$ cat src/hdl/bcpv_pkg.sv
// Shared constants, types and curve tables for the pack-voltage charge estimator.
`default_nettype none
package bcpv_pkg;

   localparam int PACK_W   = 17;
   localparam int COUNT_W  = 6;
   localparam int CHARGE_W = 14;
   localparam int SEG_W    = 4;
   localparam int OFFS_W   = 7;
   localparam int PCT_W    = 7;
   localparam int TRIAL_W  = COUNT_W + 1;

   localparam logic [COUNT_W-1:0]  COUNT_RESET     = 6'd12;
   localparam logic [PACK_W-1:0]   CURVE_LOW_MV    = 17'd3300;
   localparam logic [PACK_W-1:0]   CURVE_HIGH_MV   = 17'd4200;
   localparam logic [CHARGE_W-1:0] FULL_HUNDREDTHS = 14'd10000;
   localparam logic [CHARGE_W-1:0] PCT_SCALE       = 14'd100;
   localparam int                  INNER_POINTS    = 8;

   typedef struct packed {
      logic [COUNT_W-1:0] rem;
      logic [PACK_W-1:0]  work;
      logic [COUNT_W-1:0] divisor;
   } div_word_type;

   function automatic logic [PCT_W-1:0] curve_percent(input logic [SEG_W-1:0] idx);
      logic [PCT_W-1:0] pct;
      case (idx)
         4'd0:    pct = 7'd0;
         4'd1:    pct = 7'd3;
         4'd2:    pct = 7'd8;
         4'd3:    pct = 7'd15;
         4'd4:    pct = 7'd30;
         4'd5:    pct = 7'd48;
         4'd6:    pct = 7'd65;
         4'd7:    pct = 7'd80;
         4'd8:    pct = 7'd92;
         4'd9:    pct = 7'd100;
         default: pct = 7'd0;
      endcase
      return pct;
   endfunction

   function automatic logic [PACK_W-1:0] curve_mv(input logic [SEG_W-1:0] idx);
      logic [PACK_W-1:0] mv;
      case (idx)
         4'd0:    mv = 17'd3300;
         4'd1:    mv = 17'd3400;
         4'd2:    mv = 17'd3500;
         4'd3:    mv = 17'd3600;
         4'd4:    mv = 17'd3700;
         4'd5:    mv = 17'd3800;
         4'd6:    mv = 17'd3900;
         4'd7:    mv = 17'd4000;
         4'd8:    mv = 17'd4100;
         4'd9:    mv = 17'd4200;
         default: mv = 17'd4200;
      endcase
      return mv;
   endfunction

endpackage
`default_nettype wire

$ cat src/hdl/bcpv_div_cell.sv
// One restoring-division cell: produces one quotient bit per word and passes it on.
`default_nettype none
module bcpv_div_cell (
   input  wire logic                  clock,
   input  wire logic                  reset,
   input  wire logic                  in_valid,
   output logic                       in_ready,
   input  wire bcpv_pkg::div_word_type in_word,
   output logic                       out_valid,
   input  wire logic                  out_ready,
   output bcpv_pkg::div_word_type     out_word
);

   logic                               valid_ff, valid_in;
   bcpv_pkg::div_word_type             word_ff, word_in, step;
   logic [bcpv_pkg::TRIAL_W-1:0]       trial, diff;
   logic                               fits;
   logic                               load;

   assign in_ready = !valid_ff || out_ready;
   assign load     = in_valid && in_ready;

   always_comb begin
      trial        = {in_word.rem, in_word.work[bcpv_pkg::PACK_W-1]};
      diff         = trial - {1'b0, in_word.divisor};
      fits         = trial >= {1'b0, in_word.divisor};
      step.divisor = in_word.divisor;
      step.rem     = fits ? diff[bcpv_pkg::COUNT_W-1:0] : trial[bcpv_pkg::COUNT_W-1:0];
      step.work    = {in_word.work[bcpv_pkg::PACK_W-2:0], fits};
   end

   always_comb begin
      valid_in = load ? 1'b1 : (out_ready ? 1'b0 : valid_ff);
      word_in  = load ? step : word_ff;
   end

   always_ff @(posedge clock) begin
      if (reset) begin
         valid_ff <= 1'b0;
      end else begin
         valid_ff <= valid_in;
      end
      word_ff <= word_in;
   end

   assign out_valid = valid_ff;
   assign out_word  = word_ff;

endmodule
`default_nettype wire

$ cat src/hdl/bcpv_curve.sv
// Curve lookup and interpolation stages ending in the result register.
`default_nettype none
module bcpv_curve (
   input  wire logic                          clock,
   input  wire logic                          reset,
   input  wire logic                          in_valid,
   output logic                               in_ready,
   input  wire bcpv_pkg::div_word_type        in_word,
   output logic                               rsp_valid,
   input  wire logic                          rsp_ready,
   output logic [bcpv_pkg::CHARGE_W-1:0]      rsp_charge_hundredths,
   output logic [bcpv_pkg::PACK_W-1:0]        rsp_cell_millivolts
);

   // lookup stage
   logic                              s1_valid_ff, s1_valid_in;
   logic [bcpv_pkg::PACK_W-1:0]       s1_mv_ff, s1_mv_in;
   logic [bcpv_pkg::SEG_W-1:0]        s1_seg_ff, s1_seg_in;
   logic [bcpv_pkg::OFFS_W-1:0]       s1_offs_ff, s1_offs_in;
   logic                              s1_low_ff, s1_low_in;
   logic                              s1_high_ff, s1_high_in;
   logic                              s1_ready, s1_load;
   logic [bcpv_pkg::PACK_W-1:0]       cell_mv, offs_full;

   // result stage
   logic                              out_valid_ff, out_valid_in;
   logic [bcpv_pkg::CHARGE_W-1:0]     out_charge_ff, out_charge_in;
   logic [bcpv_pkg::PACK_W-1:0]       out_mv_ff, out_mv_in;
   logic                              out_ready, out_load;
   logic [bcpv_pkg::PCT_W-1:0]        pct_lo, pct_hi;
   logic [bcpv_pkg::CHARGE_W-1:0]     base, slope, interp;

   assign s1_ready = !s1_valid_ff || out_ready;
   assign in_ready = s1_ready;
   assign s1_load  = in_valid && s1_ready;

   always_comb begin
      cell_mv   = (in_word.divisor == '0) ? '0 : in_word.work;
      s1_seg_in = '0;
      for (int k = 1; k <= bcpv_pkg::INNER_POINTS; k++) begin
         if (cell_mv >= bcpv_pkg::curve_mv(bcpv_pkg::SEG_W'(k))) begin
            s1_seg_in = bcpv_pkg::SEG_W'(k);
         end
      end
      offs_full  = cell_mv - bcpv_pkg::curve_mv(s1_seg_in);
      s1_offs_in = offs_full[bcpv_pkg::OFFS_W-1:0];
      s1_low_in  = cell_mv <= bcpv_pkg::CURVE_LOW_MV;
      s1_high_in = cell_mv >= bcpv_pkg::CURVE_HIGH_MV;
      s1_mv_in   = cell_mv;
      s1_valid_in = s1_load ? 1'b1 : (out_ready ? 1'b0 : s1_valid_ff);
   end

   assign out_ready = !out_valid_ff || rsp_ready;
   assign out_load  = s1_valid_ff && out_ready;

   always_comb begin
      pct_lo = bcpv_pkg::curve_percent(s1_seg_ff);
      pct_hi = bcpv_pkg::curve_percent(s1_seg_ff + bcpv_pkg::SEG_W'(1));
      base   = bcpv_pkg::CHARGE_W'(pct_lo) * bcpv_pkg::PCT_SCALE;
      slope  = bcpv_pkg::CHARGE_W'(pct_hi - pct_lo);
      interp = base + bcpv_pkg::CHARGE_W'(s1_offs_ff) * slope;
      if (s1_low_ff) begin
         out_charge_in = '0;
      end else if (s1_high_ff) begin
         out_charge_in = bcpv_pkg::FULL_HUNDREDTHS;
      end else begin
         out_charge_in = interp;
      end
      out_mv_in    = s1_mv_ff;
      out_valid_in = out_load ? 1'b1 : (rsp_ready ? 1'b0 : out_valid_ff);
   end

   always_ff @(posedge clock) begin
      if (reset) begin
         s1_valid_ff  <= 1'b0;
         out_valid_ff <= 1'b0;
      end else begin
         s1_valid_ff  <= s1_valid_in;
         out_valid_ff <= out_valid_in;
      end
      if (s1_load) begin
         s1_mv_ff   <= s1_mv_in;
         s1_seg_ff  <= s1_seg_in;
         s1_offs_ff <= s1_offs_in;
         s1_low_ff  <= s1_low_in;
         s1_high_ff <= s1_high_in;
      end
      if (out_load) begin
         out_charge_ff <= out_charge_in;
         out_mv_ff     <= out_mv_in;
      end
   end

   assign rsp_valid             = out_valid_ff;
   assign rsp_charge_hundredths = out_charge_ff;
   assign rsp_cell_millivolts   = out_mv_ff;

endmodule
`default_nettype wire

$ cat src/hdl/battery_charge_from_pack_voltage.sv
// Top level: state of charge and cell voltage from a pack voltage sample.
// Each accepted pack voltage gives one result word through 17 division cells, one
// per quotient bit of the 17-bit cell voltage, then a curve lookup stage and the
// result register. One word is accepted every cycle while the receiver keeps up;
// the chain holds up to 19 words in flight and keeps filling while a result waits.
// Charge is linear between the 100 mV breakpoints of the lithium-ion curve,
// 0 at or below 3300 mV per cell and 10000 at or above 4200 mV. A cell count of
// zero gives zero cell voltage and zero charge. Write csr_wdata only when idle.
`default_nettype none
module battery_charge_from_pack_voltage (
   input  wire logic                              clock,
   input  wire logic                              reset,
   input  wire logic                              req_valid,
   output logic                                   req_ready,
   input  wire logic [bcpv_pkg::PACK_W-1:0]       req_pack_millivolts,
   output logic                                   rsp_valid,
   input  wire logic                              rsp_ready,
   output logic [bcpv_pkg::CHARGE_W-1:0]          rsp_charge_hundredths,
   output logic [bcpv_pkg::PACK_W-1:0]            rsp_cell_millivolts,
   input  wire logic                              csr_we,
   input  wire logic [bcpv_pkg::COUNT_W-1:0]      csr_wdata
);

   logic [bcpv_pkg::COUNT_W-1:0] count_ff, count_in;
   bcpv_pkg::div_word_type       word  [bcpv_pkg::PACK_W+1];
   logic                         valid [bcpv_pkg::PACK_W+1];
   logic                         ready [bcpv_pkg::PACK_W+1];

   assign count_in = csr_we ? csr_wdata : count_ff;

   always_ff @(posedge clock) begin
      if (reset) begin
         count_ff <= bcpv_pkg::COUNT_RESET;
      end else begin
         count_ff <= count_in;
      end
   end

   assign word[0].rem     = '0;
   assign word[0].work    = req_pack_millivolts;
   assign word[0].divisor = count_ff;
   assign valid[0]        = req_valid;
   assign req_ready       = ready[0];

   for (genvar i = 0; i < bcpv_pkg::PACK_W; i++) begin : g_cell
      bcpv_div_cell u_cell (
         .clock     (clock),
         .reset     (reset),
         .in_valid  (valid[i]),
         .in_ready  (ready[i]),
         .in_word   (word[i]),
         .out_valid (valid[i+1]),
         .out_ready (ready[i+1]),
         .out_word  (word[i+1])
      );
   end

   bcpv_curve u_curve (
      .clock                 (clock),
      .reset                 (reset),
      .in_valid              (valid[bcpv_pkg::PACK_W]),
      .in_ready              (ready[bcpv_pkg::PACK_W]),
      .in_word               (word[bcpv_pkg::PACK_W]),
      .rsp_valid             (rsp_valid),
      .rsp_ready             (rsp_ready),
      .rsp_charge_hundredths (rsp_charge_hundredths),
      .rsp_cell_millivolts   (rsp_cell_millivolts)
   );

`ifndef ASSERT_OFF
   a_charge_range: assert property (@(posedge clock) disable iff (reset)
      rsp_valid |-> rsp_charge_hundredths <= bcpv_pkg::FULL_HUNDREDTHS)
      else $error("charge above full scale");

   a_low_clamp: assert property (@(posedge clock) disable iff (reset)
      rsp_valid && rsp_cell_millivolts <= bcpv_pkg::CURVE_LOW_MV
      |-> rsp_charge_hundredths == '0)
      else $error("charge not zero below curve");

   a_high_clamp: assert property (@(posedge clock) disable iff (reset)
      rsp_valid && rsp_cell_millivolts >= bcpv_pkg::CURVE_HIGH_MV
      |-> rsp_charge_hundredths == bcpv_pkg::FULL_HUNDREDTHS)
      else $error("charge not full above curve");

   a_fill_when_held: assert property (@(posedge clock) disable iff (reset)
      rsp_valid && !rsp_ready && !valid[1] |-> req_ready)
      else $error("input stalled with empty head cell");
`endif

endmodule
`default_nettype wire

$ cat config.mk
export PLATFORM = sky130hd
export DESIGN_NAME = battery_charge_from_pack_voltage
export DESIGN_NICKNAME = d
export VERILOG_FILES = /design/src/hdl/bcpv_pkg.sv /design/src/hdl/bcpv_div_cell.sv /design/src/hdl/bcpv_curve.sv /design/src/hdl/battery_charge_from_pack_voltage.sv
export SDC_FILE = /design/constraint.sdc
export NUM_CORES = 1
export LEC_CHECK = 0
export BUFFER_PORTS_ARGS = -buffer_cell sky130_fd_sc_hd__buf_2
export CORE_ASPECT_RATIO = 0.7
export CORE_UTILIZATION = 45
export CTS_BUF_LIST = sky130_fd_sc_hd__clkbuf_4 sky130_fd_sc_hd__clkbuf_8
export CTS_CLUSTER_SIZE = 20
export DETAILED_ROUTE_END_ITERATION = 10
export GPL_ROUTABILITY_DRIVEN = 1
export HOLD_SLACK_MARGIN = 0.08
export PLACE_DENSITY_LB_ADDON = 0.08
export SYNTH_ARGS = -nofsm -noshare
export SYNTH_HDL_FRONTEND = slang
export SYNTH_SLANG_ARGS = --single-unit
$ cat constraint.sdc
create_clock -name clock -period 12.8 [get_ports clock]
set_input_delay 2.56 -clock clock [delete_from_list [all_inputs] [get_ports clock]]
set_output_delay 2.56 -clock clock [all_outputs]
set_load 0.02 [all_outputs]
-- Word-level counts from Yosys, hierarchy flattened
Memories as Yosys holds them, arrays and structs flattened. A register that Yosys moved wholly into a read port is not among the register bits.
Index checks and enable logic that the tools add are counted.
- memories: 3
- register bits: 573
- logic and storage cells: 274
- memory bits (read-only): 400
- memory list (name ; depth ; bits a word ; read ports ; clocked after Yosys merged registers in ; write ports ; line ; text):
    (name not given) ; 16 ; 11 ; 1 ; 0 ; 0 ; bcpv_pkg.sv:46 ; case (idx)
    (name not given) ; 16 ; 7 ; 1 ; 1 ; 0 ; bcpv_pkg.sv:28 ; case (idx)
    (name not given) ; 16 ; 7 ; 1 ; 0 ; 0 ; bcpv_pkg.sv:28 ;
- $mul: 2
- multiplexer cells: 65
- reductions and logical operators: 78
- $add $sub $neg: 20
- $lt $le $gt $ge: 27
- operators by type and width (kind ; number):
    $ge 17x12->1 const B ; 7
    $ge 7x6->1 ; 16
    $mux 6 ; 15
    $sub 6x6->6 ; 15
    $mux 1 ; 40
    $reduce_bool 2->1 ; 19
    $ge 17x13->1 const B ; 2
    $logic_and 1x1->1 ; 19
    $logic_not 1->1 ; 19
    $logic_or 1x1->1 ; 19
    $le 17x12->1 const B ; 1
    $mux 17 ; 1
    $add 14x14->14 ; 1
    $mul 7x14->14 ; 1
    $mux 14 ; 1
    $mul 7x5->12 const B ; 1
    $mux 3 ; 4
    $mux 4 ; 2
    $sub 7x7->8 ; 1
    $sub 7x7->7 ; 1
    $ge 1x6->1 ; 1
    $logic_not 6->1 ; 1
    $sub 1x6->6 ; 1
    $add 4x1->4 const B ; 1
    2 further kinds ; 3

-- Longest topological paths before layout
Gate-level depths: netlist (run 1).
- word-level depth: 22
- mapped depth: 28
- gate-level depth less buffers: 28

-- Hierarchy
From an unflattened synthesis (run 1), not the netlist that was laid out.
- cell total of the unflattened synthesis: 1962
- area, all modules: 28418.5 um2
- modules (own cells, without submodules) (module ; instances ; area an instance (um2) ; cells an instance ; seq. area each (um2)):
    bcpv_div_cell ; 17 ; 1293.7 ; 79 ; 890.9
    bcpv_curve ; 1 ; 6204.7 ; 599 ; 1951.9
    battery_charge_from_pack_voltage ; 1 ; 220.2 ; 20 ; 120.1

-- Least setup slack after synthesis (run 1)
OpenSTA, ideal clock, no wires.
- kind: input to output
- start point: input rsp_ready
- end point: output req_ready
- required time: 10240 ps
- slack: 6168 ps
- data arrival time: 4072 ps
- path buffers: 0
- cell stages on the path: 6
- cells stage by stage: and2b_1 and3_1 and3_1 nand2_1 nor4_4 nand4_1
- cells in the longest elaborated chain, start to end: 19
- ends and longest elaborated chain (what ; line ; text):
    start: declaration ; battery_charge_from_pack_voltage.sv:17 ; input wire logic rsp_ready,
    $logic_or 1x1->1 ; bcpv_curve.sv:53 ; assign out_ready = !out_valid_ff || rsp_ready;
    $logic_or 1x1->1 ; bcpv_curve.sv:33 ; assign s1_ready = !s1_valid_ff || out_ready;
    $logic_or 1x1->1 (17 in a row) ; bcpv_div_cell.sv:20 ; assign in_ready = !valid_ff || out_ready;
    end: declaration ; battery_charge_from_pack_voltage.sv:14 ; output logic req_ready,
No other way between the ends.

-- Final worst setup path (run 1)
Same ends and word-level chain as after synthesis.

==> results of run 1 <==
==> through the flow <==
| step | hold WS [ns] | setup WS (ns) | util (%) |
|---|---|---|---|
| global placement | 0.400 | 5.46 | 47.8 |
| global route | 0.417 | 4.91 | 50.8 |
| CTS | 0.397 | 5.41 | 50.8 |
| finish | 0.406 | 5.44 | 50.8 |
| detailed placement | 0.405 | 5.44 | 47.8 |
| floorplan | 0.400 | 6.17 | - |
==> worst max-delay path, cell delays in order <==
cell and delay (ns):
buf_2 0.09, and2b_1 0.30, and3_1 0.30, and3_1 0.36, nand2_1 0.20, nor4_4 0.59
nand4_1 0.20, buf_2 0.20
==> power by group through the flow <==
stage	clock network, uW	registers [uW]	logic [uW]
floorplan	0	2120	49.4
global placement	0	2120	65.3
detailed placement	0	2120	66.5
CTS	1560	2080	66.9
global route	1630	2080	75.6
finish	1490	2080	65.9
==> registers in the layout, indices dropped and copies added, names as in the netlist <==
register / count
count_ff: 6
g_cell.u_cell.out_valid: 17
g_cell.u_cell.out_word: 487
u_curve.out_mv_in: 15
u_curve.pct_lo: 7
u_curve.rsp_cell_millivolts: 17
u_curve.rsp_charge_hundredths: 14
u_curve.rsp_valid: 1
u_curve.s1_high_ff: 1
u_curve.s1_low_ff: 1
u_curve.s1_offs_ff: 7
u_curve.s1_seg_ff: 4
u_curve.s1_valid_ff: 1
==> final cells by class <==
| cell class | count | area [um2] |
|---|---|---|
| inverters | 280 | 1050 |
| well taps | 760 | 951 |
| flip-flops and latches | 578 | 17000 |
| multi-input cells | 997 | 8420 |
| repair buffers | 75 | 413 |
| clock buffers | 123 | 1530 |
| clock inverters | 36 | 209 |
| fillers | 4971 | 28700 |
==> worst min path at each step <==
stage                                        start                             end  slack, ns  cells past startpoint
floorplan             g_cell[9].u_cell.out_word[9]  g_cell[10].u_cell.out_word[10]       0.40                      0
global placement     g_cell[0].u_cell.out_word[12]   g_cell[1].u_cell.out_word[13]       0.40                      0
detailed placement   g_cell[10].u_cell.out_word[9]  g_cell[11].u_cell.out_word[10]       0.40                      0
CTS                 g_cell[15].u_cell.out_word[11]  g_cell[16].u_cell.out_word[12]       0.40                      0
global route          g_cell[7].u_cell.out_word[8]    g_cell[8].u_cell.out_word[9]       0.42                      0
finish                g_cell[5].u_cell.out_word[9]   g_cell[6].u_cell.out_word[10]       0.41                      0
==> cells in the final DEF, fill, tap and decap left out, types with 8 or more instances in the layout <==
cell type	count
edfxtp_1	546
inv_1	279
ha_1	165
nor2_1	107
clkbuf_8	97
o21ai_0	91
nand2_1	80
fa_1	70
buf_2	60
and2_1	55
xnor2_1	53
a21oi_1	52
mux2_2	47
nor2b_1	43
mux2i_1	35
dfxtp_1	32
clkbuf_4	26
nand4_1	19
clkinv_1	19
xor2_1	15
a21boi_0	15
or4_1	15
o211a_1	15
buf_4	15
nand3_1	14
clkinv_2	12
a21o_1	11
nor3_1	9
and3_1	8
==> cells by family after synthesis <==
logic type | after synthesis
flops | 578
simple gates | 383
buf+inv | 309
fa+ha+maj | 235
compound gates | 228
mux | 83
xor+xnor | 68
==> per-layer routing <==
metal	track usage, %	vias up	wire length [um]
met4	5.07	0	1040
met3	3.19	88	1750
met2	22.8	244	18100
met5	0	-	0
li1	-	6920	-
met1	21.0	6461	21500
==> summary.md, run 1 <==
| Metric | Value |
|---|---|
| Outcome | `finished, final reports clean` |
| Starting density of the core | `45.5%` |
| CTS root buffer | `clkbuf_8` |
| Critical Path Fanout Max | `7` |
| TNS Setup | `0 ns` |
| Overflow after GRT | `0` |
| DR vias/cell | `4.81` |
| Post-CTS setup buffer count | `0` |
| Synth Area in Simple Gates | `7.41%` |
| Largest net degree at the start of global routing | `32` |
| RSZ-0062 raised after global routing | `false` |
| Final instance area | `29,600 um2` |
| Synth top area share | `61.8%` |
| Placeable Area | `58,300 um2` |
| Area growth from synthesis to layout | `11.5%` |
| Cts repair resizes | `0` |
| Pre-antenna DRT Iters | `7` |
| First-pass GRT wire length | `71.3 mm` |
| Final WL | `42.3 mm` |
| Int Power | `2900 uW` |
| Pins Over Slew Limit | `0` |
| Share of layout cells above drive strength 1 | `13.9%` |
| Post-synth top cells | `edfxtp_1, inv_1, ha_1` |
| Worst Tran Pin Value | `1.20 ns` |
| Setup crit end | `req_ready` |
| Mean routed wirelength per cell | `14.9 um` |
| Switching power | `743 uW` |
| Routed Antenna Nets | `0` |
| I/O Buffers | `60` |
| Peak supply drop | `0.0958 mV` |
| Post-synth EDFFs | `546` |
| DP HPWL | `30.5 mm` |
| GP Congestion | `0.828` |
| Dpl cells | `2,690` |
| Sw Share | `20.4%` |
| Clock share of power | `41.0%` |
| Total GRT Usage | `14.8%` |
| Adder-Cell Fraction of Synth Area | `13.1%` |
| Critical path type | `in2out` |
| Vias in the first global route | `14.0k` |
| CTS Hold Buffers Added | `0` |
| Initial antenna violation count | `0` |
| Clock Pin Slew Worst Setup and Hold Paths | `0.06 ns` |
| Non-filler cells, final | `2,849` |
| Yosys warning count | `0` |
| Xor/xnor share of the synthesized area | `2.24%` |
| Initial drt markers | `604` |
| Reg power frac | `57.2%` |
| Reg2reg start | `u_curve.s1_seg_ff[0]` |
| Clock Path Buffers | `3` |
| Via Count | `13.7k` |
| Placed cell area | `27,900 um2` |
| Leakage power | `0.0116 uW` |
| Overall Power | `3640 uW` |
| Flop2flop setup slack | `5.51 ns` |
| Clock sink count | `578` |
| Period minus WS final | `7.36 ns` |
| Power density over cell area | `123 nW/um2` |
| Top FF cell, synth | `edfxtp_1` |
| Mux contribution to synthesized area | `3.37%` |
| Setup crit start kind | `input pin` |
| Max Cap Viol | `0` |
| Final net count | `2,283` |
| Synth Area in Compound Gates | `5.34%` |
| Die width | `292 um` |
| Logic pwr share | `1.8%` |
| Clock Skews | `0.0346 ns` |
| Worst Reg-to-Reg Cells | `27` |
| Boundary Pins | `61` |
| # H-tree levels | `3` |
| CTS tree | `built` |
| Final setup viols | `0` |
| Max Fclk | `136 MHz` |
| CP arrival | `4.80 ns` |
| Largest family of logic cells by synthesized area | `adder cells` |
| Synthesized Nets | `2,147` |
| Post-route DRC | `0` |
| Die footprint | `60,000 um2` |
| Worst min path class | `reg2reg` |
| Die H | `205 um` |
| Synthesized cell area | `26,500 um2` |
| Count of different cell masters after synthesis | `62` |
| Syn_area_per_cell | `14.1 um2` |
| Count leader, synth | `edfxtp_1` |
| Post-synth top area cell | `edfxtp_1` |
| Flop and latch count out of synthesis | `578` |
| CP Capture Type | `output pin` |
| Ys async rst share | `0%` |
| Final hold vios | `0` |
| # diodes | `0` |
| Clk_lat worst skew | `0.66 ns` |
| Critical R2R Capture | `u_curve.rsp_charge_hundredths[13]` |
| Top area cells in the synthesized netlist | `edfxtp_1, ha_1, fa_1, inv_1, dfxtp_1` |
| Row cnt | `74` |
| Worst setup path start | `rsp_ready` |
| Cts bufs inserted | `88` |
| Period utilization | `57.5%` |
| CP Data Required Time | `10.24 ns` |
| Syn Inst Count | `1,884` |
| Max-slew headroom | `19.5%` |
| Post-synthesis sequential area ratio | `64.2%` |
(Power assumes the default switching activity.)
==> run 2: changes to the inputs <==
--- a/config.mk
+++ b/config.mk
@@ -5,6 +5,7 @@
 export SDC_FILE = /design/constraint.sdc
 export NUM_CORES = 1
 export LEC_CHECK = 0
+export ABC_AREA = 1
 export BUFFER_PORTS_ARGS = -buffer_cell sky130_fd_sc_hd__buf_2
 export CORE_ASPECT_RATIO = 0.7
 export CORE_UTILIZATION = 45
==> constraint.sdc (replaced) <==
create_clock -name clock -period 7.5 [get_ports clock]
set_input_delay 1.5 -clock clock [delete_from_list [all_inputs] [get_ports clock]]
set_output_delay 1.5 -clock clock [all_outputs]
set_load 0.02 [all_outputs]
==> summary.md, run 2 <==
| Metric | Value |
|---|---|
| Gr busiest metal | `met2` |
| CTS root buffer | `clkbuf_8` |
| Post-synth EDFFs | `546 (unchanged)` |
| Final instance area | `29,400 um2 (-0.57%)` |
| First-pass GRT wire length | `70.7 mm (-0.75%)` |
| Post-synth top cells | `edfxtp_1, inv_1, nand2_1` |
| Grt met2 use | `23.0% (+0.23 points)` |
| Total GRT Usage | `14.7% (-0.12 points)` |
| Fin util | `51.2% (+0.48 points)` |
| Initial drt markers | `857 (+42%)` |
| Flop and latch count out of synthesis | `578 (unchanged)` |
| Critical Path Max Stage Delay | `0.52 ns (-0.07 ns)` |
| Period minus WS final | `6.88 ns` |
| Period utilization | `91.8%` |
| Clock Skews | `0.0248 ns (-0.00985 ns)` |
| Worst Tran Pin Value | `1.20 ns (+0.00112 ns)` |
| DR vias/cell | `4.77 (-0.90%)` |
| Clock Path Buffers | `3 (unchanged)` |
| Ys async rst share | `0% (unchanged)` |
| Via Count | `14.4k (+4.7%)` |
| Final net count | `2,457 (+7.6%)` |
| Die footprint | `59,800 um2 (-0.31%)` |
| Slowest CP cell | `fa_1` |
| Layout fillers | `4,924 (-0.95%)` |
| Synthesized Nets | `2,314 (+7.8%)` |
| Max Cap Viol | `0 (unchanged)` |
| Setup crit start kind | `flop` |
| CP Data Required Time | `8.02 ns (-2.22 ns)` |
| FF+latch area | `17,000 um2 (unchanged)` |
| Area growth from synthesis to layout | `11.3%` |
| CTS Hold Buffers Added | `0 (unchanged)` |
| Clock Pin Slew Worst Setup and Hold Paths | `0.06 ns (about the same)` |
| Routing usage on met1 | `20.2% (-0.78 points)` |
| Top FF cell, synth | `edfxtp_1` |
| Cts bufs inserted | `89 (+1.1%)` |
| Mean routed wirelength per cell | `14.0 um (-5.8%)` |
| Post-synth top area cell | `edfxtp_1` |
| Overflow after GRT | `0 (unchanged)` |
| Synth top area share | `62.0% (+0.20 points)` |
| Placeable Area | `57,500 um2 (-1.5%)` |
| Vias in the first global route | `14.6k (+3.6%)` |
| Pre-antenna DRT Iters | `5 (-2)` |
| Synthesized cell area | `26,500 um2 (-0.32%)` |
| Die H | `205 um (-0.16%)` |
| Final setup viols | `0 (unchanged)` |
| Final WL | `42.1 mm (-0.49%)` |
| Largest net degree at the start of global routing | `32 (unchanged)` |
| # H-tree levels | `3 (unchanged)` |
| Share of layout cells above drive strength 1 | `12.6% (-1.3 points)` |
| Post-synthesis sequential area ratio | `64.4% (+0.20 points)` |
| Placed cell area | `27,700 um2 (-0.54%)` |
| Outcome | `finished, final reports clean` |
| Commonest non-fill, non-tap cell in the layout | `edfxtp_1` |
| Pins Over Slew Limit | `0 (unchanged)` |
| Commonest cells after routing, fill and taps aside | `edfxtp_1, inv_1, nand2_1` |
| TNS Setup | `0 ns (unchanged)` |
| Max reg flops | `487 (unchanged)` |
| # diodes | `0 (unchanged)` |
| RSZ-0062 raised after global routing | `false` |
| Multi-input gate area | `8070 um2 (-4.2%)` |
| Dominant delay contributor by cell family on the critical path | `adder cells` |
| Die width | `292 um (-0.16%)` |
| Pre-CTS WS | `0.602 ns (-4.84 ns)` |
| GP Congestion | `0.858 (+3.7%)` |
| Boundary Pins | `61 (unchanged)` |
| Critical Path Fanout Max | `5 (-2)` |
| Count leader, synth | `edfxtp_1` |
| Leakage power | `0.0118 uW (+2.4%)` |
| Top area cells in the synthesized netlist | `edfxtp_1, ha_1, fa_1, inv_1, a21oi_1` |
| Initial antenna violation count | `0 (unchanged)` |
| Yosys warning count | `0 (unchanged)` |
| Buf/Inv on CP | `9 (+7)` |
| Count of different cell masters after synthesis | `49 (-21%)` |
| Max-slew headroom | `19.7% (+0.20 points)` |
| Clk_lat worst skew | `0.64 ns (-0.02 ns)` |
| Routed Antenna Nets | `0 (unchanged)` |
| CTS tree | `built` |
| Final hold vios | `0 (unchanged)` |
| CP arrival | `7.40 ns (+2.60 ns)` |
| Row cnt | `73 (-1.4%)` |
| I/O Buffers | `60 (unchanged)` |
| Post-route DRC | `0 (unchanged)` |
| Worst Slack Setup Final | `0.616 ns (-4.82 ns)` |
| Max Fclk | `145 MHz` |
| Worst min path class | `reg2reg` |
| CP Capture Type | `flop` |
| Power density over cell area | `209 nW/um2 (+70%)` |
| Met3 GRT Util | `3.18% (-0.0075 points)` |
| Cell mode on critical path | `inv_1` |
| Syn_area_per_cell | `12.9 um2 (-8.4%)` |
| Clock sink count | `578 (unchanged)` |
| Critical path type | `reg2reg` |
| Starting density of the core | `46.1% (+0.55 points)` |
| DP HPWL | `30.4 mm (-0.19%)` |
| Peak supply drop | `0.170 mV (+77%)` |
| Syn Inst Count | `2,051 (+8.9%)` |
run 2: cell count changes after synthesis, sizes merged, moves of 22 or more:
cell    delta
inv       +71
mux2i     -35
and2      -54
nor2b     -50
nor2      +77
mux2      -47
xor2      +31
a21boi    -22
a21oi    +116
nand2    +145
run 2: final cells by class:
class	instances	share of cell area, %
clock buffers	120	5.06
clock inverters	37	0.718
inverters	351	4.48
multi-input cells	1103	27.4
flip-flops and latches	578	57.9
well taps	750	3.19
repair buffers	71	1.30
run 2: logic make-up after synthesis:
family,count (synthesis),share of synthesized area [%]
buf+inv,370,5.32
mux,1,0.0426
fa+ha+maj,235,13.1
xor+xnor,85,2.81
flops,578,64.4
compound gates,282,5.86
simple gates,500,8.49
run 2: repair_timing:
item	CTS	global route
resized for setup	0	1
buffers inserted	0	2
endpoints found under the setup margin	0	1
hold endpoints to repair	0	0
run 2: stage by stage:
| step | hold slack, ns | cells | power [uW] |
|---|---|---|---|
| 5_1_grt | 0.416 | 3010 | 6410 |
| 6_report | 0.397 | 3010 | 6140 |
| 4_1_cts | 0.391 | 3008 | 6250 |
| 3_3_place_gp | 0.400 | 2851 | 3720 |
| 3_5_place_dp | 0.405 | 2851 | 3720 |
| 2_1_floorplan | 0.400 | 2051 | 3690 |
run 2: layer usage:
metal  routed length (um)  part of all wire [%]
met5                    0                     0
met1                20900                    50
met2                18600                    44
met4                  829                   2.0
met3                 1770                   4.2
run 2: power by group:
part	switching, uW	internal (uW)	leakage (uW)
Clock	1170	1320	0.000896
Combinational	65.9	41.8	0.00573
Sequential	14.0	3530	0.00522
run 2: worst reg2reg max path: cells and delay by family, from the launching register on:
kind	cells	cell delay, ns
DFF	1	0.40
and+or+nand+nor	13	1.63
adders and majority gates	7	2.88
AOI/OAI and AO/OA	7	1.07
xor gates and xnor gates	1	0.17
buffers and inverters	9	0.64
run 2: final timing paths:
kind                                                startpoint                                 to  slack [ns]  cells after the start
worst max-delay path                      u_curve.s1_seg_ff[0]  u_curve.rsp_charge_hundredths[13]        0.62                     37
worst min-delay path            g_cell[14].u_cell.out_word[15]     g_cell[15].u_cell.out_word[16]        0.40                      0
worst max register to register            u_curve.s1_seg_ff[0]  u_curve.rsp_charge_hundredths[13]        0.62                     37
worst min register to register  g_cell[14].u_cell.out_word[15]     g_cell[15].u_cell.out_word[16]        0.40                      0
